<file path="config.mk">
export PLATFORM = sky130hd
export DESIGN_NAME = calendar_to_epoch_seconds_flat
export DESIGN_NICKNAME = d
export VERILOG_FILES = /design/src/design/c2e_pkg.sv /design/src/design/c2e_in_if.sv /design/src/design/c2e_out_if.sv /design/src/design/c2e_days.sv /design/src/design/c2e_total.sv /design/src/design/calendar_to_epoch_seconds.sv /design/src/flat_wrapper.sv
export VERILOG_INCLUDE_DIRS = /design/src /design/src/design
export SDC_FILE = /design/constraint.sdc
export NUM_CORES = 1
export LEC_CHECK = 0
export ABC_AREA = 1
export BUFFER_PORTS_ARGS = -buffer_cell sky130_fd_sc_hd__buf_2
export CAP_MARGIN = 5
export CORE_MARGIN = 3
export CORE_UTILIZATION = 35
export CTS_CLUSTER_SIZE = 8
export DETAILED_ROUTE_END_ITERATION = 7
export GPL_ROUTABILITY_DRIVEN = 0
export PLACE_DENSITY_LB_ADDON = 0.3
export SETUP_SLACK_MARGIN = 0.3
export SLEW_MARGIN = 20
export SYNTH_ARGS = -nofsm -noshare
export SYNTH_HDL_FRONTEND = slang
export SYNTH_SLANG_ARGS = --single-unit
</file>
<file path="constraint.sdc">
create_clock -name clk -period 10.1 [get_ports clk]
set_input_delay 2.525 -clock clk [delete_from_list [all_inputs] [get_ports clk]]
set_output_delay 2.525 -clock clk [all_outputs]
set_load 0.05 [all_outputs]
</file>
<file path="src/design/calendar_to_epoch_seconds_defines.svh">
// Assertion macros for the calendar to epoch seconds block.
// Included by the top level; no other dependencies.
`ifndef CALENDAR_TO_EPOCH_SECONDS_DEFINES_SVH
`define CALENDAR_TO_EPOCH_SECONDS_DEFINES_SVH

// same-cycle implication, disabled in reset
`define C2E_ASSERT_IMPLY(label, clk, rst_n, ante, cons, msg) \
  label: assert property (@(posedge clk) disable iff (!(rst_n)) (ante) |-> (cons)) \
    else $error(msg);

// next-cycle implication, disabled in reset
`define C2E_ASSERT_NEXT(label, clk, rst_n, ante, cons, msg) \
  label: assert property (@(posedge clk) disable iff (!(rst_n)) (ante) |=> (cons)) \
    else $error(msg);

`endif

</file>
<file path="src/design/c2e_pkg.sv">
// Shared types, constants and tables for the calendar to epoch seconds block.
// No dependencies.
package c2e_pkg;

  typedef enum logic [2:0] {
    ERR_NONE     = 3'd0,
    ERR_MONTH    = 3'd1,
    ERR_DAY      = 3'd2,
    ERR_HOUR     = 3'd3,
    ERR_MINUTE   = 3'd4,
    ERR_SECOND   = 3'd5,
    ERR_NEGATIVE = 3'd6
  } err_code_t;

  typedef struct packed {
    logic [11:0] year;
    logic [3:0]  month;
    logic [4:0]  day;
    logic [4:0]  hour;
    logic [5:0]  minute;
    logic [5:0]  second;
    logic        dst_active;
  } in_item_t;

  typedef struct packed {
    logic [36:0] epoch_seconds;
    err_code_t   error_code;
  } out_item_t;

  // intermediate result between the day count and the final sum
  typedef struct packed {
    logic [19:0]        day_count;
    logic signed [19:0] time_secs;
    err_code_t          code;
  } day_sum_t;

  localparam logic [11:0] EPOCH_YEAR     = 12'd1970;
  localparam logic [11:0] CENTURY_BASE   = 12'd1900;
  localparam logic [11:0] TWO_DIGIT_LIM  = 12'd70;
  localparam logic [11:0] CENTURY_SPAN   = 12'd100;
  localparam logic [11:0] BASE_YY        = 12'd70;
  localparam logic [19:0] DAYS_PER_YEAR  = 20'd365;
  localparam logic [37:0] SECS_PER_DAY   = 38'd86400;
  localparam logic signed [19:0] SECS_PER_HOUR = 20'sd3600;
  localparam logic [19:0] SECS_PER_MIN   = 20'd60;

  localparam logic [3:0] MONTH_JAN = 4'd1;
  localparam logic [3:0] MONTH_FEB = 4'd2;
  localparam logic [3:0] MONTH_APR = 4'd4;
  localparam logic [3:0] MONTH_JUN = 4'd6;
  localparam logic [3:0] MONTH_SEP = 4'd9;
  localparam logic [3:0] MONTH_NOV = 4'd11;
  localparam logic [3:0] MONTH_DEC = 4'd12;

  localparam logic [4:0] MAX_HOUR   = 5'd23;
  localparam logic [5:0] MAX_MINUTE = 6'd59;
  localparam logic [5:0] MAX_SECOND = 6'd59;

  localparam logic signed [4:0] ZONE_RESET = -5'sd1;

  // days in the months before the given one, non-leap
  function automatic logic [8:0] days_before(input logic [3:0] month);
    logic [8:0] d;
    case (month)
      4'd2:    d = 9'd31;
      4'd3:    d = 9'd59;
      4'd4:    d = 9'd90;
      4'd5:    d = 9'd120;
      4'd6:    d = 9'd151;
      4'd7:    d = 9'd181;
      4'd8:    d = 9'd212;
      4'd9:    d = 9'd243;
      4'd10:   d = 9'd273;
      4'd11:   d = 9'd304;
      4'd12:   d = 9'd334;
      default: d = 9'd0;
    endcase
    return d;
  endfunction

endpackage

</file>
<file path="src/design/c2e_in_if.sv">
// Request channel carrying one calendar date and time.
// Depends on c2e_pkg.
interface c2e_in_if;
  import c2e_pkg::*;
  logic     valid;
  logic     ready;
  in_item_t data;
  modport source (output valid, output data, input ready);
  modport sink   (input valid, input data, output ready);
endinterface

</file>
<file path="src/design/c2e_out_if.sv">
// Result channel carrying epoch seconds and an error code.
// Depends on c2e_pkg.
interface c2e_out_if;
  import c2e_pkg::*;
  logic      valid;
  logic      ready;
  out_item_t data;
  modport source (output valid, output data, input ready);
  modport sink   (input valid, input data, output ready);
endinterface

</file>
<file path="src/design/c2e_days.sv">
// First stage logic: field checks, day count and time-of-day seconds.
// Depends on c2e_pkg.
module c2e_days (
  input  c2e_pkg::in_item_t item,
  input  logic signed [4:0] zone_offset,
  output c2e_pkg::day_sum_t sum
);
  import c2e_pkg::*;

  logic               leap;
  logic [11:0]        yy;
  logic [11:0]        yoff;
  logic [9:0]         yquad;
  logic [19:0]        year_days;
  logic [4:0]         month_len;
  logic               bad_day;
  logic signed [6:0]  hour_adj;
  logic signed [19:0] hour_secs;
  logic [19:0]        ms_secs;
  err_code_t          code;

  always_comb begin
    leap = (item.year[1:0] == 2'b00);

    if (item.year >= EPOCH_YEAR) begin
      yy = item.year - CENTURY_BASE;
    end else if (item.year < TWO_DIGIT_LIM) begin
      yy = item.year + CENTURY_SPAN;
    end else begin
      yy = item.year;
    end
    // up to 2125 years past the base, so a full 12 bits
    yoff  = yy - BASE_YY;
    // (yy - 69) / 4
    yquad = 10'((yoff + 12'd1) >> 2);
    year_days = 20'(yoff) * DAYS_PER_YEAR + 20'(yquad);

    if (item.month == MONTH_FEB) begin
      month_len = leap ? 5'd29 : 5'd28;
    end else if (item.month inside {MONTH_APR, MONTH_JUN, MONTH_SEP, MONTH_NOV}) begin
      month_len = 5'd30;
    end else begin
      month_len = 5'd31;
    end
    bad_day = (item.day == 5'd0) || (item.day > month_len);

    if (item.month < MONTH_JAN || item.month > MONTH_DEC) begin
      code = ERR_MONTH;
    end else if (bad_day) begin
      code = ERR_DAY;
    end else if (item.hour > MAX_HOUR) begin
      code = ERR_HOUR;
    end else if (item.minute > MAX_MINUTE) begin
      code = ERR_MINUTE;
    end else if (item.second > MAX_SECOND) begin
      code = ERR_SECOND;
    end else begin
      code = ERR_NONE;
    end

    // hour plus zone offset, minus one when DST is on
    hour_adj = $signed({2'b00, item.hour}) + $signed({{2{zone_offset[4]}}, zone_offset})
             - $signed({6'd0, item.dst_active});
    hour_secs = $signed({{13{hour_adj[6]}}, hour_adj}) * SECS_PER_HOUR;
    ms_secs   = 20'(item.minute) * SECS_PER_MIN + 20'(item.second);

    sum.day_count = year_days + 20'(days_before(item.month))
                  + 20'(leap && (item.month > MONTH_FEB)) + 20'(item.day) - 20'd1;
    sum.time_secs = hour_secs + $signed(ms_secs);
    sum.code      = code;
  end

endmodule

</file>
<file path="src/design/c2e_total.sv">
// Second stage logic: day count to seconds, final sum and negative check.
// Depends on c2e_pkg.
module c2e_total (
  input  c2e_pkg::day_sum_t  sum,
  output c2e_pkg::out_item_t result
);
  import c2e_pkg::*;

  logic [37:0]        day_secs;
  logic signed [37:0] total;

  always_comb begin
    day_secs = 38'(sum.day_count) * SECS_PER_DAY;
    total    = $signed(day_secs) + $signed({{18{sum.time_secs[19]}}, sum.time_secs});

    if (sum.code != ERR_NONE) begin
      result.epoch_seconds = '0;
      result.error_code    = sum.code;
    end else if (total[37]) begin
      result.epoch_seconds = '0;
      result.error_code    = ERR_NEGATIVE;
    end else begin
      result.epoch_seconds = total[36:0];
      result.error_code    = ERR_NONE;
    end
  end

endmodule

</file>
<file path="src/design/calendar_to_epoch_seconds.sv">
// Top level of the calendar to epoch seconds converter.
// Depends on c2e_pkg, c2e_in_if, c2e_out_if, c2e_days, c2e_total and the defines header.
`include "calendar_to_epoch_seconds_defines.svh"

// Converts a calendar date and time request into seconds since 1970-01-01.
// Each request returns exactly one result: epoch_seconds plus error_code
// (0 ok, 1 month, 2 day, 3 hour, 4 minute, 5 second, 6 negative total);
// on any error the seconds are zero. Years of 1970 and up have 1900
// subtracted, years below 70 mean 2000..2069, and a year is leap when its
// raw value is a multiple of four. The signed zone offset in hours
// (reset -1) is written through cfg_wr_en / cfg_wr_data and should only be
// changed with no request in flight. The datapath is three register stages
// (input, day count, result) that a request passes through in that order,
// and one request is accepted every cycle when the result side is ready;
// stages advance independently, so bubbles collapse.
// in_chan.ready falls only when all three stages hold data and the result
// is not being taken.
module calendar_to_epoch_seconds (
  input  logic              clk,
  input  logic              rst_n,
  c2e_in_if.sink            in_chan,
  c2e_out_if.source         out_chan,
  input  logic              cfg_wr_en,
  input  logic signed [4:0] cfg_wr_data
);
  import c2e_pkg::*;

  // zone offset register
  logic signed [4:0] zone_offset_r;

  // stage 1: captured request
  logic     s1_valid_r;
  in_item_t s1_item_r;

  // stage 2: day count and time of day
  logic     s2_valid_r;
  day_sum_t s2_sum_r;
  day_sum_t s2_sum_nxt;

  // stage 3: result register
  logic      out_valid_r;
  out_item_t out_item_r;
  out_item_t out_item_nxt;

  // per-stage load enables, chained back from the result side
  logic out_load;
  logic s2_load;
  logic s1_load;

  assign out_load = !out_valid_r || out_chan.ready;
  assign s2_load  = !s2_valid_r || out_load;
  assign s1_load  = !s1_valid_r || s2_load;

  assign in_chan.ready  = s1_load;
  assign out_chan.valid = out_valid_r;
  assign out_chan.data  = out_item_r;

  always_ff @(posedge clk) begin
    if (!rst_n) begin
      zone_offset_r <= ZONE_RESET;
    end else if (cfg_wr_en) begin
      zone_offset_r <= cfg_wr_data;
    end
  end

  c2e_days u_days (
    .item        (s1_item_r),
    .zone_offset (zone_offset_r),
    .sum         (s2_sum_nxt)
  );

  c2e_total u_total (
    .sum    (s2_sum_r),
    .result (out_item_nxt)
  );

  // valid bits
  always_ff @(posedge clk) begin
    if (!rst_n) begin
      s1_valid_r  <= 1'b0;
      s2_valid_r  <= 1'b0;
      out_valid_r <= 1'b0;
    end else begin
      if (s1_load) begin
        s1_valid_r <= in_chan.valid;
      end
      if (s2_load) begin
        s2_valid_r <= s1_valid_r;
      end
      if (out_load) begin
        out_valid_r <= s2_valid_r;
      end
    end
  end

  // payload, no reset
  always_ff @(posedge clk) begin
    if (s1_load && in_chan.valid) begin
      s1_item_r <= in_chan.data;
    end
    if (s2_load && s1_valid_r) begin
      s2_sum_r <= s2_sum_nxt;
    end
    if (out_load && s2_valid_r) begin
      out_item_r <= out_item_nxt;
    end
  end

  // an error result never carries seconds
  `C2E_ASSERT_IMPLY(a_err_zero_secs, clk, rst_n, out_valid_r && (out_item_r.error_code != ERR_NONE), out_item_r.epoch_seconds == 37'd0, "error result with nonzero seconds")

  // back-pressure only when every stage is occupied
  `C2E_ASSERT_IMPLY(a_ready_full, clk, rst_n, !in_chan.ready, s1_valid_r && s2_valid_r && out_valid_r, "input stalled with a free stage")

  // a bad month in stage 1 reaches stage 2 as a month error
  `C2E_ASSERT_NEXT(a_month_err, clk, rst_n, s2_load && s1_valid_r && (s1_item_r.month == 4'd0 || s1_item_r.month > MONTH_DEC), s2_sum_r.code == ERR_MONTH, "bad month not flagged")

endmodule

</file>
<file path="src/flat_wrapper.sv">
// flat-port wrapper written by rule: the top's interface ports become plain ports
module calendar_to_epoch_seconds_flat import c2e_pkg::*;
  (clk, rst_n, cfg_wr_en, cfg_wr_data, in_chan_valid, in_chan_data, in_chan_ready, out_chan_valid, out_chan_data, out_chan_ready);
  c2e_in_if in_chan_i ();
  c2e_out_if out_chan_i ();
  input  logic clk;
  input  logic rst_n;
  input  logic cfg_wr_en;
  input  logic signed [4:0] cfg_wr_data;
  input wire logic [$bits(in_chan_i.valid)-1:0] in_chan_valid;
  input wire logic [$bits(in_chan_i.data)-1:0] in_chan_data;
  output wire logic [$bits(in_chan_i.ready)-1:0] in_chan_ready;
  output wire logic [$bits(out_chan_i.valid)-1:0] out_chan_valid;
  output wire logic [$bits(out_chan_i.data)-1:0] out_chan_data;
  input wire logic [$bits(out_chan_i.ready)-1:0] out_chan_ready;
  assign in_chan_i.valid = in_chan_valid;
  assign in_chan_i.data = in_chan_data;
  assign in_chan_ready = in_chan_i.ready;
  assign out_chan_valid = out_chan_i.valid;
  assign out_chan_data = out_chan_i.data;
  assign out_chan_i.ready = out_chan_ready;
  calendar_to_epoch_seconds u_core (.clk(clk), .rst_n(rst_n), .in_chan(in_chan_i), .out_chan(out_chan_i), .cfg_wr_en(cfg_wr_en), .cfg_wr_data(cfg_wr_data));
endmodule
</file>
==> results of run 1 <==
-- metal layers --
| layer | vias to the layer above | track usage (%) |
|---|---|---|
| met4 | 0 | 4.244 |
| met1 | 5780 | 19.19 |
| met3 | 44 | 3.172 |
| li1 | 6453 | - |
| met5 | - | 0 |
| met2 | 185 | 23.31 |
-- area by class of cell --
| class | count | share of cell area (%) |
|---|---|---|
| timing repair buffer | 94 | 2.579 |
| sequential | 139 | 21.49 |
| tap | 607 | 4.077 |
| multi-input combinational | 1331 | 59.33 |
| inverter | 476 | 9.591 |
| clock buffer | 17 | 2.284 |
| clock inverter | 14 | 0.6515 |
-- placed cells by master (no fill, tap or decap), types with 5 or more instances in the layout --
master                       instances
sky130_fd_sc_hd__dfxtp_1            17
sky130_fd_sc_hd__xor2_1             71
sky130_fd_sc_hd__nor4_1              5
sky130_fd_sc_hd__o21bai_1           12
sky130_fd_sc_hd__nand2_2            17
sky130_fd_sc_hd__nand3_2             7
sky130_fd_sc_hd__nor3_1             22
sky130_fd_sc_hd__edfxtp_1          122
sky130_fd_sc_hd__inv_1             461
sky130_fd_sc_hd__clkbuf_16          17
sky130_fd_sc_hd__inv_2              14
sky130_fd_sc_hd__or2_2               6
sky130_fd_sc_hd__nand2_1           263
sky130_fd_sc_hd__nand4_1            15
sky130_fd_sc_hd__fa_1              137
sky130_fd_sc_hd__a21oi_1           128
sky130_fd_sc_hd__ha_1              271
sky130_fd_sc_hd__o21ai_0            69
sky130_fd_sc_hd__buf_2              90
sky130_fd_sc_hd__o21ai_1            12
sky130_fd_sc_hd__clkinvlp_4          5
sky130_fd_sc_hd__a31oi_1            10
sky130_fd_sc_hd__nand3_1            58
sky130_fd_sc_hd__a21o_1              9
sky130_fd_sc_hd__xnor2_1            41
sky130_fd_sc_hd__nor2_1            129
sky130_fd_sc_hd__o31ai_1             5
sky130_fd_sc_hd__a21boi_0            5
-- cells by family (layout without fill, tap and decap cells) --
group | Yosys count | count (layout) | share of synthesized area [%]
AOI/OAI and AO/OA | 274 | 274 | 9.169
xor gates and xnor gates | 116 | 116 | 6.234
adders and majority gates | 408 | 408 | 36.34
buffers and inverters | 484 | 601 | 10.87
DFF | 139 | 139 | 23.72
and+or+nand+nor | 533 | 533 | 13.67
-- per-stage QoR --
step | util (%) | setup WS (ps)
finish | 39.59 | 2285
global route | 39.59 | 1609
detailed placement | 38.43 | 2282
CTS | 39.59 | 2251
floorplan | - | 3023
global placement | 38.43 | 2536
-- flip-flops by register name, indices dropped and copies added (netlist names), named ones only --
| register | cells |
|---|---|
| u_core.s2_sum_r | 43 |
| u_core.out_chan.data | 40 |
| u_core.s1_item_r | 39 |
| u_core.zone_offset_r | 5 |
| u_core.out_chan.valid | 1 |
| u_core.s1_valid_r | 1 |
| u_core.s2_valid_r | 1 |
-- final timing paths --
check | start | to | slack (ps) | cells past startpoint
setup / recovery | u_core.s1_item_r[27] | u_core.s2_sum_r[39] | 2290 | 38
hold reg to reg | u_core.s1_item_r[1] | u_core.s2_sum_r[3] | 430 | 0
setup reg to reg | u_core.s1_item_r[27] | u_core.s2_sum_r[39] | 2290 | 38
hold / removal | u_core.s1_item_r[1] | u_core.s2_sum_r[3] | 430 | 0
==> parameters.txt, run 1 <==
Parameter                              Value

Timing
  Clock tree skew after final layout    17.96 ps
  Hold_ws    426.2 ps
  Final min period    7815 ps
  Final setup violation count    0
  Max-slew headroom at the worst pin    37.89%
  Setup repair after global routing missed its margin    no
  Ratio of final minimum period to clock period    77.37%
  Number of hold violations in the final report    0
  Slew at the pin with the worst max-slew slack    921.9 ps
  Final setup TNS    0 ps
  Highest achievable clock rate    128.0 MHz
  Final Max Tran Viols    0

Yosys
  Number of warnings printed during yosys synthesis    0
  #FFs+latches synth    139
  Per-instance average area after synthesis    8.639 sq um
  Dominant cell by count in the synthesized netlist    sky130_fd_sc_hd__inv_1
  Async set or reset register ratio after synthesis    0%
  Predominant post-synthesis flop cell    sky130_fd_sc_hd__edfxtp_1
  Netlist Area Pre-Place    16880 sq um
  Post-synth cell types    48
  Sequential area share after synthesis    23.72%
  Ranking of synthesized cells by instance count    sky130_fd_sc_hd__inv_1 (462), sky130_fd_sc_hd__ha_1 (271), sky130_fd_sc_hd__nand2_1 (263)
  Post-synthesis instance total    1954
  Number of nets produced by synthesis    2411
  Synth area leaders    sky130_fd_sc_hd__edfxtp_1 (22%), sky130_fd_sc_hd__ha_1 (20%), sky130_fd_sc_hd__fa_1 (16%)
  Count of flip-flops with a built-in enable after synthesis    122
  Proportion of netlist area held by the largest area contributor    21.70%
  Cell type with the largest total area after synthesis    sky130_fd_sc_hd__edfxtp_1

Place
  Detail Placement HPWL    30050 um
  Number of cells after detailed placement    2647
  Placed Area    18080 sq um
  Number of buffers added on ports    90

Finish
  Area Overhead vs Synth    10.36%
  Final std cells w/o fill    2678
  Final Cell Area    18630 sq um
  Layout cell share with drive strength beyond 1    8.788%
  Antenna diode count    0
  Number of fill cells in the layout    4808
  Final net count    2516
  Area occupied by registers    4004 sq um
  Multi-input gate area    11050 sq um

Global routing
  Wire length of the first global-routing pass    59600 um
  Via count of the first global-routing pass    12580
  Total routing usage reported by global routing    14.33%
  Maximum number of pins on one net before global-route repair    44
  Global route overflow    0
  Number of antenna violations at the first check in global routing    0

Die
  Effective utilization at floorplan    35.88%
  Die Width    225.6 um
  Number of top-level design ports    91
  Placeable core region    47050 sq um
  Number of cell rows    79
  Die Area    50900 sq um
  Vertical die dimension    225.6 um

Drt
  Met2 layer wire length in the routed design    15890 um
  Antenna Violating Nets Remaining    0
  Top routing layer used    met4
  Detailed route wirelength on metal3    1263 um
  Number of vias after detailed routing    12460
  Detailed-route vias per instance    4.653
  First-iteration detailed-routing DRC count    556
  Detail-routed net length per standard cell    13.00 um
  Routed wire length    34810 um
  Number of detailed-route iterations in the first pass    6
  Routed metal-1 wire length    17020 um
  Residual DRC    0

Clocking
  CTS Hold Buffers Added    0
  PostCTS Resize Cnt    0
  Clk pin slew, worst setup/hold paths    60 ps
  Clock tree from TritonCTS    built
  H-tree depth reported by CTS    4
  CTS Buf Count    17
  Number of buffers on the longest clock path    2
  Clk sinks    139
  Root cell of the clock tree    sky130_fd_sc_hd__clkbuf_16
  Post-CTS setup buffer count    0
  Clk Latency, worst-skew pair    470 ps

Critical path
  Critical Path Most Common Cell    sky130_fd_sc_hd__inv_1
  Arrival time reported for the critical path endpoint    8010 ps
  Crit-path slowest cell    sky130_fd_sc_hd__fa_1
  Buf+Inv Stages, Crit Path    7
  Largest fanout on the critical path    9
  Required time of the worst setup path    10300 ps
  Nature of the critical path endpoint    register
  Critical Path Source Type    register
  Class of the most critical setup path    register to register
  Largest delay share family, worst path    adder cells
  Peak per-stage delay on the critical path    530 ps

Hold path
  Hold crit path type    register to register

Run status
  Outcome    completed

Job
  Max Cap Violations    0
Power of run 1 is not shown: default switching activity piles up to over one toggle a cycle in this logic, so the estimate is an artifact.
==> run 2: changes to the inputs <==
clock period = 6.8 ns   (was 10.1 ns; I/O delays follow)
==> run 2 against run 1 <==
  * Clock-buffer cell count rose by 1
  * Flip-flop and latch count did not move
  * Final area rose by 6.5%
  * First-iteration DRC count fell by 7.4%
  * Clock skew fell by 4.7 ps
  * Routed wire length rose by 5.5%
  * Critical endpoint unchanged
  * Sequential share of layout area fell by 1.3 points
==> parameters.txt, run 2 (synthesis gave the netlist of run 1 again) <==
Parameter                              Value

Critical path
  Crit path from    u_core.s1_item_r[30]
  Reg-to-reg critical path startpoint    u_core.s1_item_r[30]
  Worst path depth    37 (-2.6%)
  Arrival time reported for the critical path endpoint    6670 ps (-1340 ps)
  Buf+Inv Stages, Crit Path    7 (unchanged)
  Crit-path slowest cell    sky130_fd_sc_hd__fa_1
  Reg2reg end    u_core.s2_sum_r[39]
  End point of the critical path    u_core.s2_sum_r[39]
  Largest fanout on the critical path    5 (-4)
  Critical Path Source Type    register
  Peak per-stage delay on the critical path    550 ps (+20 ps)
  Path depth of the worst reg2reg path    37 (-2.6%)
  Class of the most critical setup path    register to register
  Largest delay share family, worst path    adder cells
  Internal reg-to-reg setup slack    350 ps (-1940 ps)
  Required time of the worst setup path    7020 ps (-3280 ps)
  Critical Path Most Common Cell    sky130_fd_sc_hd__inv_2
  Nature of the critical path endpoint    register

Timing
  Ratio of final minimum period to clock period    94.89% (+18 points)
  Hold_ws    429.1 ps (+2.929 ps)
  Slew at the pin with the worst max-slew slack    919.6 ps (-2.269 ps)
  Final setup margin    347.7 ps (-1938 ps)
  Highest achievable clock rate    155.0 MHz (+21%)
  Final Max Tran Viols    0 (unchanged)
  Final setup violation count    0 (unchanged)
  Clock tree skew after final layout    13.29 ps (-4.667 ps)
  Final min period    6452 ps (-1362 ps)
  Number of hold violations in the final report    0 (unchanged)
  Max-slew headroom at the worst pin    38.05% (+0.15 points)
  Setup repair after global routing missed its margin    yes

Finish
  Layout cell share with drive strength beyond 1    16.44% (+7.7 points)
  Most common library cell in the layout ignoring fill and taps    sky130_fd_sc_hd__inv_1
  Final net count    2585 (+2.7%)
  Max reg flops    43 (unchanged)
  Commonest cells after routing, fill and taps aside    sky130_fd_sc_hd__inv_1 (446), sky130_fd_sc_hd__ha_1 (248), sky130_fd_sc_hd__nand2_1 (244)
  Area occupied by registers    4004 sq um (unchanged)
  Antenna diode count    0 (unchanged)
  Area Overhead vs Synth    17.50%
  Register ranked first by flip-flop count    u_core.s2_sum_r
  Number of fill cells in the layout    4642 (-3.5%)
  Finished Core Util    42.16% (+2.6 points)
  Multi-input gate area    11620 sq um (+5.1%)

Die
  Number of top-level design ports    91 (unchanged)
  Vertical die dimension    225.6 um (unchanged)
  Die Area    50900 sq um (unchanged)
  Effective utilization at floorplan    35.88% (unchanged)
  Number of cell rows    79 (unchanged)
  Die Width    225.6 um (unchanged)
  Placeable core region    47050 sq um (unchanged)

Clocking
  Clock tree from TritonCTS    built
  Clk sinks    139 (unchanged)
  CTS Hold Buffers Added    0 (unchanged)
  CTS Buf Count    17 (unchanged)
  Clk Latency, worst-skew pair    480 ps (about the same)
  Number of buffers on the longest clock path    2 (unchanged)
  Root cell of the clock tree    sky130_fd_sc_hd__clkbuf_16
  Clk pin slew, worst setup/hold paths    60 ps (about the same)
  H-tree depth reported by CTS    4 (unchanged)

Global routing
  Number of antenna violations at the first check in global routing    0 (unchanged)
  Total routing usage reported by global routing    14.76% (+0.43 points)
  Via count of the first global-routing pass    12910 (+2.7%)
  Maximum number of pins on one net before global-route repair    44 (unchanged)
  Wire length of the first global-routing pass    61200 um (+2.7%)
  Global route overflow    0 (unchanged)

Drt
  Detailed-route vias per instance    4.691 (+0.82%)
  Residual DRC    0 (unchanged)
  Antenna Violating Nets Remaining    0 (unchanged)
  Routed wire length    36710 um (+5.5%)
  First-iteration detailed-routing DRC count    515 (-7.4%)
  Detail-routed net length per standard cell    13.36 um (+2.8%)
  Number of vias after detailed routing    12890 (+3.5%)
  Number of detailed-route iterations in the first pass    5 (-1)

Place
  Number of buffers added on ports    90 (unchanged)
  Detail Placement HPWL    30700 um (+2.2%)
  Placement-stage worst setup slack    -10.02 ps (-2292 ps)

Run status
  Outcome    completed

Job
  Max Cap Violations    0 (unchanged)

Hold path
  Hold crit path type    register to register
run 2: cell types whose count changed in the layout (fill, tap and decap cells not counted), sizes merged:
cell and change:
clkbuf +1, clkinvlp -5, buf +69, inv +4, clkinv -1, bufinv +2
run 2: final cells by class:
| class | instances | share of cell area [%] |
|---|---|---|
| Clock buffer | 18 | 2.164 |
| Tap cell | 607 | 3.829 |
| Inverter | 476 | 9.071 |
| Timing Repair Buffer | 163 | 5.261 |
| Clock inverter | 14 | 0.9084 |
| Multi-Input combinational cell | 1331 | 58.58 |
| Sequential cell | 139 | 20.19 |
run 2: stage by stage:
step / instances / TNS [ps] / cell area (sq um)
final: 2748 / 0 / 19830
after detailed placement: 2670 / -10.02 / 18410
after global placement: 2670 / 0 / 18410
after floorplan: 1954 / 0 / 17020
after global routing: 2748 / 0 / 19830
after CTS: 2714 / 0 / 19200
run 2: worst min path at each step:
stage,startpoint,endpoint,slack (ps),depth (start not counted)
finish,u_core.s1_item_r[1],u_core.s2_sum_r[3],430,0
global placement,u_core.s1_item_r[1],u_core.s2_sum_r[3],410,0
CTS,u_core.s1_item_r[1],u_core.s2_sum_r[3],430,0
floorplan,u_core.s1_item_r[1],u_core.s2_sum_r[3],400,0
detailed placement,u_core.s1_item_r[1],u_core.s2_sum_r[3],410,0
global route,u_core.s1_item_r[1],u_core.s2_sum_r[3],430,0
run 2: what timing repair did:
action,CTS,global route
pin swaps,15,49
resized for setup,18,89
setup buffers,12,34
setup endpoints to repair,9,51
run 2: per-layer routing:
metal | up-vias | part of all wire (%) | global-route usage, % | wire [um]
met5 | - | 0 | 0 | 0
met4 | 0 | 1.6 | 4.182 | 598
met3 | 47 | 3.2 | 2.756 | 1181
met2 | 192 | 48 | 24.74 | 17540
met1 | 6049 | 47 | 19.54 | 17400
li1 | 6604 | - | - | -
run 2: worst register-to-register path: cells and delay by family (launching register included):
| family | cells | cell delay (ps) |
|---|---|---|
| adders and majority gates | 9 | 3100 |
| buffers and inverters | 7 | 450 |
| xor gates and xnor gates | 3 | 450 |
| and+or+nand+nor | 13 | 1160 |
| AOI/OAI and AO/OA | 5 | 670 |
| DFF | 1 | 400 |
Power of run 2 is left out for the same reason.
==> run 3: changes to the inputs <==
CORE_UTILIZATION = 58   (was 35)
==> run 3 against run 2 <==
  * Utilization up 27 points
  * Routed wire length up 1.8%
  * Flip-flop and latch count unchanged
  * Clock-buffer cell count up 2
  * Via count up 3.5%
==> parameters.txt, run 3 (synthesis gave the netlist of run 1 again) <==
Parameter                              Value

Hold path
  Worst hold path endpoint    u_core.s2_sum_r[4]
  Launch instance of the worst min-delay path    u_core.s1_item_r[2]
  Worst hold stages    0 (unchanged)
  Hold crit path type    register to register

Finish
  Commonest cells after routing, fill and taps aside    sky130_fd_sc_hd__inv_1 (447), sky130_fd_sc_hd__ha_1 (246), sky130_fd_sc_hd__nand2_1 (241)
  Area Overhead vs Synth    16.04%
  Multi-input gate area    11690 sq um (+0.64%)
  Finished Core Util    69.36% (+27 points)
  Max reg flops    43 (unchanged)
  Register ranked first by flip-flop count    u_core.s2_sum_r
  Layout cell share with drive strength beyond 1    16.84% (+0.40 points)
  Most common library cell in the layout ignoring fill and taps    sky130_fd_sc_hd__inv_1
  Antenna diode count    0 (unchanged)
  Area occupied by registers    4004 sq um (unchanged)
  Final net count    2588 (+0.12%)
  Number of fill cells in the layout    2092 (-55%)
  Final Cell Area    19590 sq um (-1.2%)

Global routing
  Via count of the first global-routing pass    13460 (+4.3%)
  Total routing usage reported by global routing    23.34% (+8.6 points)
  Wire length of the first global-routing pass    60450 um (-1.2%)
  Maximum number of pins on one net before global-route repair    44 (unchanged)
  Global route overflow    0 (unchanged)
  Number of antenna violations at the first check in global routing    0 (unchanged)

Timing
  Slew at the pin with the worst max-slew slack    979.0 ps (+59.40 ps)
  Final min period    6468 ps (+15.53 ps)
  Max-slew headroom at the worst pin    34.04% (-4.0 points)
  Final Max Tran Viols    0 (unchanged)
  Ratio of final minimum period to clock period    95.11% (+0.23 points)
  Highest achievable clock rate    154.6 MHz (-0.24%)
  Setup repair after global routing missed its margin    yes
  Clock tree skew after final layout    20.38 ps (+7.091 ps)
  Final setup violation count    0 (unchanged)
  Number of hold violations in the final report    0 (unchanged)

Place
  Detail Placement HPWL    28400 um (-7.5%)
  Placed Area    18100 sq um (-1.7%)
  Number of buffers added on ports    90 (unchanged)

Critical path
  Critical Path Most Common Cell    sky130_fd_sc_hd__nand2_1
  Crit-path slowest cell    sky130_fd_sc_hd__fa_1
  Nature of the critical path endpoint    register
  Reg-to-reg critical path startpoint    u_core.s1_item_r[34]
  Largest fanout on the critical path    7 (+2)
  Path depth of the worst reg2reg path    37 (unchanged)
  Class of the most critical setup path    register to register
  Critical Path Source Type    register
  Peak per-stage delay on the critical path    510 ps (-40 ps)
  Internal reg-to-reg setup slack    330 ps (-20 ps)
  Reg2reg end    u_core.s2_sum_r[39]
  Arrival time reported for the critical path endpoint    6630 ps (-40 ps)
  Required time of the worst setup path    6960 ps (-60 ps)

Die
  Number of top-level design ports    91 (unchanged)
  Effective utilization at floorplan    59.77% (+24 points)
  Placeable core region    28240 sq um (-40%)
  Die Width    176.6 um (-22%)
  Vertical die dimension    176.6 um (-22%)
  Number of cell rows    61 (-23%)
  Die Area    31190 sq um (-39%)

Run status
  Outcome    completed

Drt
  Antenna Violating Nets Remaining    0 (unchanged)
  Number of vias after detailed routing    13340 (+3.5%)
  Detail-routed net length per standard cell    14.82 um (+11%)
  Routed wire length    37370 um (+1.8%)
  Number of detailed-route iterations in the first pass    6 (+1)
  Residual DRC    0 (unchanged)
  Detailed-route vias per instance    5.290 (+13%)
  First-iteration detailed-routing DRC count    710 (+38%)

Clocking
  CTS Buf Count    17 (unchanged)
  Clock tree from TritonCTS    built
  Root cell of the clock tree    sky130_fd_sc_hd__clkbuf_16
  Clk pin slew, worst setup/hold paths    70 ps (about the same)
  H-tree depth reported by CTS    4 (unchanged)
  CTS Hold Buffers Added    0 (unchanged)
  Clk sinks    139 (unchanged)
  Number of buffers on the longest clock path    2 (unchanged)
  Clk Latency, worst-skew pair    430 ps (-50 ps)

Job
  Max Cap Violations    0 (unchanged)
-- run 3: cell types whose count changed in the layout (fill, tap and decap cells not counted), moves of 3 or more --
cell	change
sky130_fd_sc_hd__a21oi_1	-4
sky130_fd_sc_hd__a21oi_2	+3
sky130_fd_sc_hd__clkinvlp_4	+3
sky130_fd_sc_hd__ha_4	+4
sky130_fd_sc_hd__inv_6	-3
sky130_fd_sc_hd__nand2_1	-3
sky130_fd_sc_hd__nand2_4	+5
sky130_fd_sc_hd__nand3_2	+4
sky130_fd_sc_hd__o21ai_0	-5
sky130_fd_sc_hd__o21ai_1	+6
-- run 3: cell type report --
type | count | area share, %
Sequential cell | 139 | 20.44
Clock inverter | 12 | 0.5941
Multi-Input combinational cell | 1331 | 59.69
Tap cell | 378 | 2.415
Timing Repair Buffer | 166 | 5.442
Inverter | 476 | 9.186
Clock buffer | 20 | 2.229
-- run 3: through the flow --
stage / cells / setup WS, ps / hold slack [ps] / setup TNS (ps)
finish: 2522 / 332.2 / 429.7 / 0
CTS: 2489 / 301.0 / 432.2 / 0
global placement: 2438 / 140.3 / 406.9 / 0
detailed placement: 2438 / -39.03 / 417.0 / -66.23
floorplan: 1954 / 280.8 / 400.3 / 0
global route: 2522 / -25.61 / 442.5 / -25.61
-- run 3: per-layer routing --
metal	part of all wire (%)	up-vias	GRT usage, %
met3	4.4	80	3.269
met5	0	-	0
li1	-	6602	-
met4	2.1	0	5.696
met1	43	6299	29.91
met2	51	361	41.80
-- run 3: repair_timing --
action,CTS,global route
pin swaps,12,56
gates resized for setup,19,106
endpoints found under the setup margin,9,50
setup buffers,19,32
cloned,0,1
-- run 3: critical path: cells and delay by family, from the launching register on --
| family | cells | cell delay, ps |
|---|---|---|
| buf+inv | 7 | 650 |
| compound gates | 5 | 620 |
| fa+ha+maj | 7 | 2570 |
| flops | 1 | 500 |
| xor+xnor | 2 | 330 |
| simple gates | 16 | 1520 |
-- run 3: how the worst max path moves through the flow --
stage	from	end
after global placement	u_core.s1_item_r[29]	u_core.s2_sum_r[40]
after global routing	u_core.s1_item_r[34]	u_core.s2_sum_r[39]
after detailed placement	u_core.s1_item_r[29]	u_core.s2_sum_r[42]
after CTS	u_core.s1_item_r[29]	u_core.s2_sum_r[42]
final	u_core.s1_item_r[34]	u_core.s2_sum_r[39]
after floorplan	u_core.s1_item_r[28]	u_core.s2_sum_r[36]
Power of run 3 is left out for the same reason.
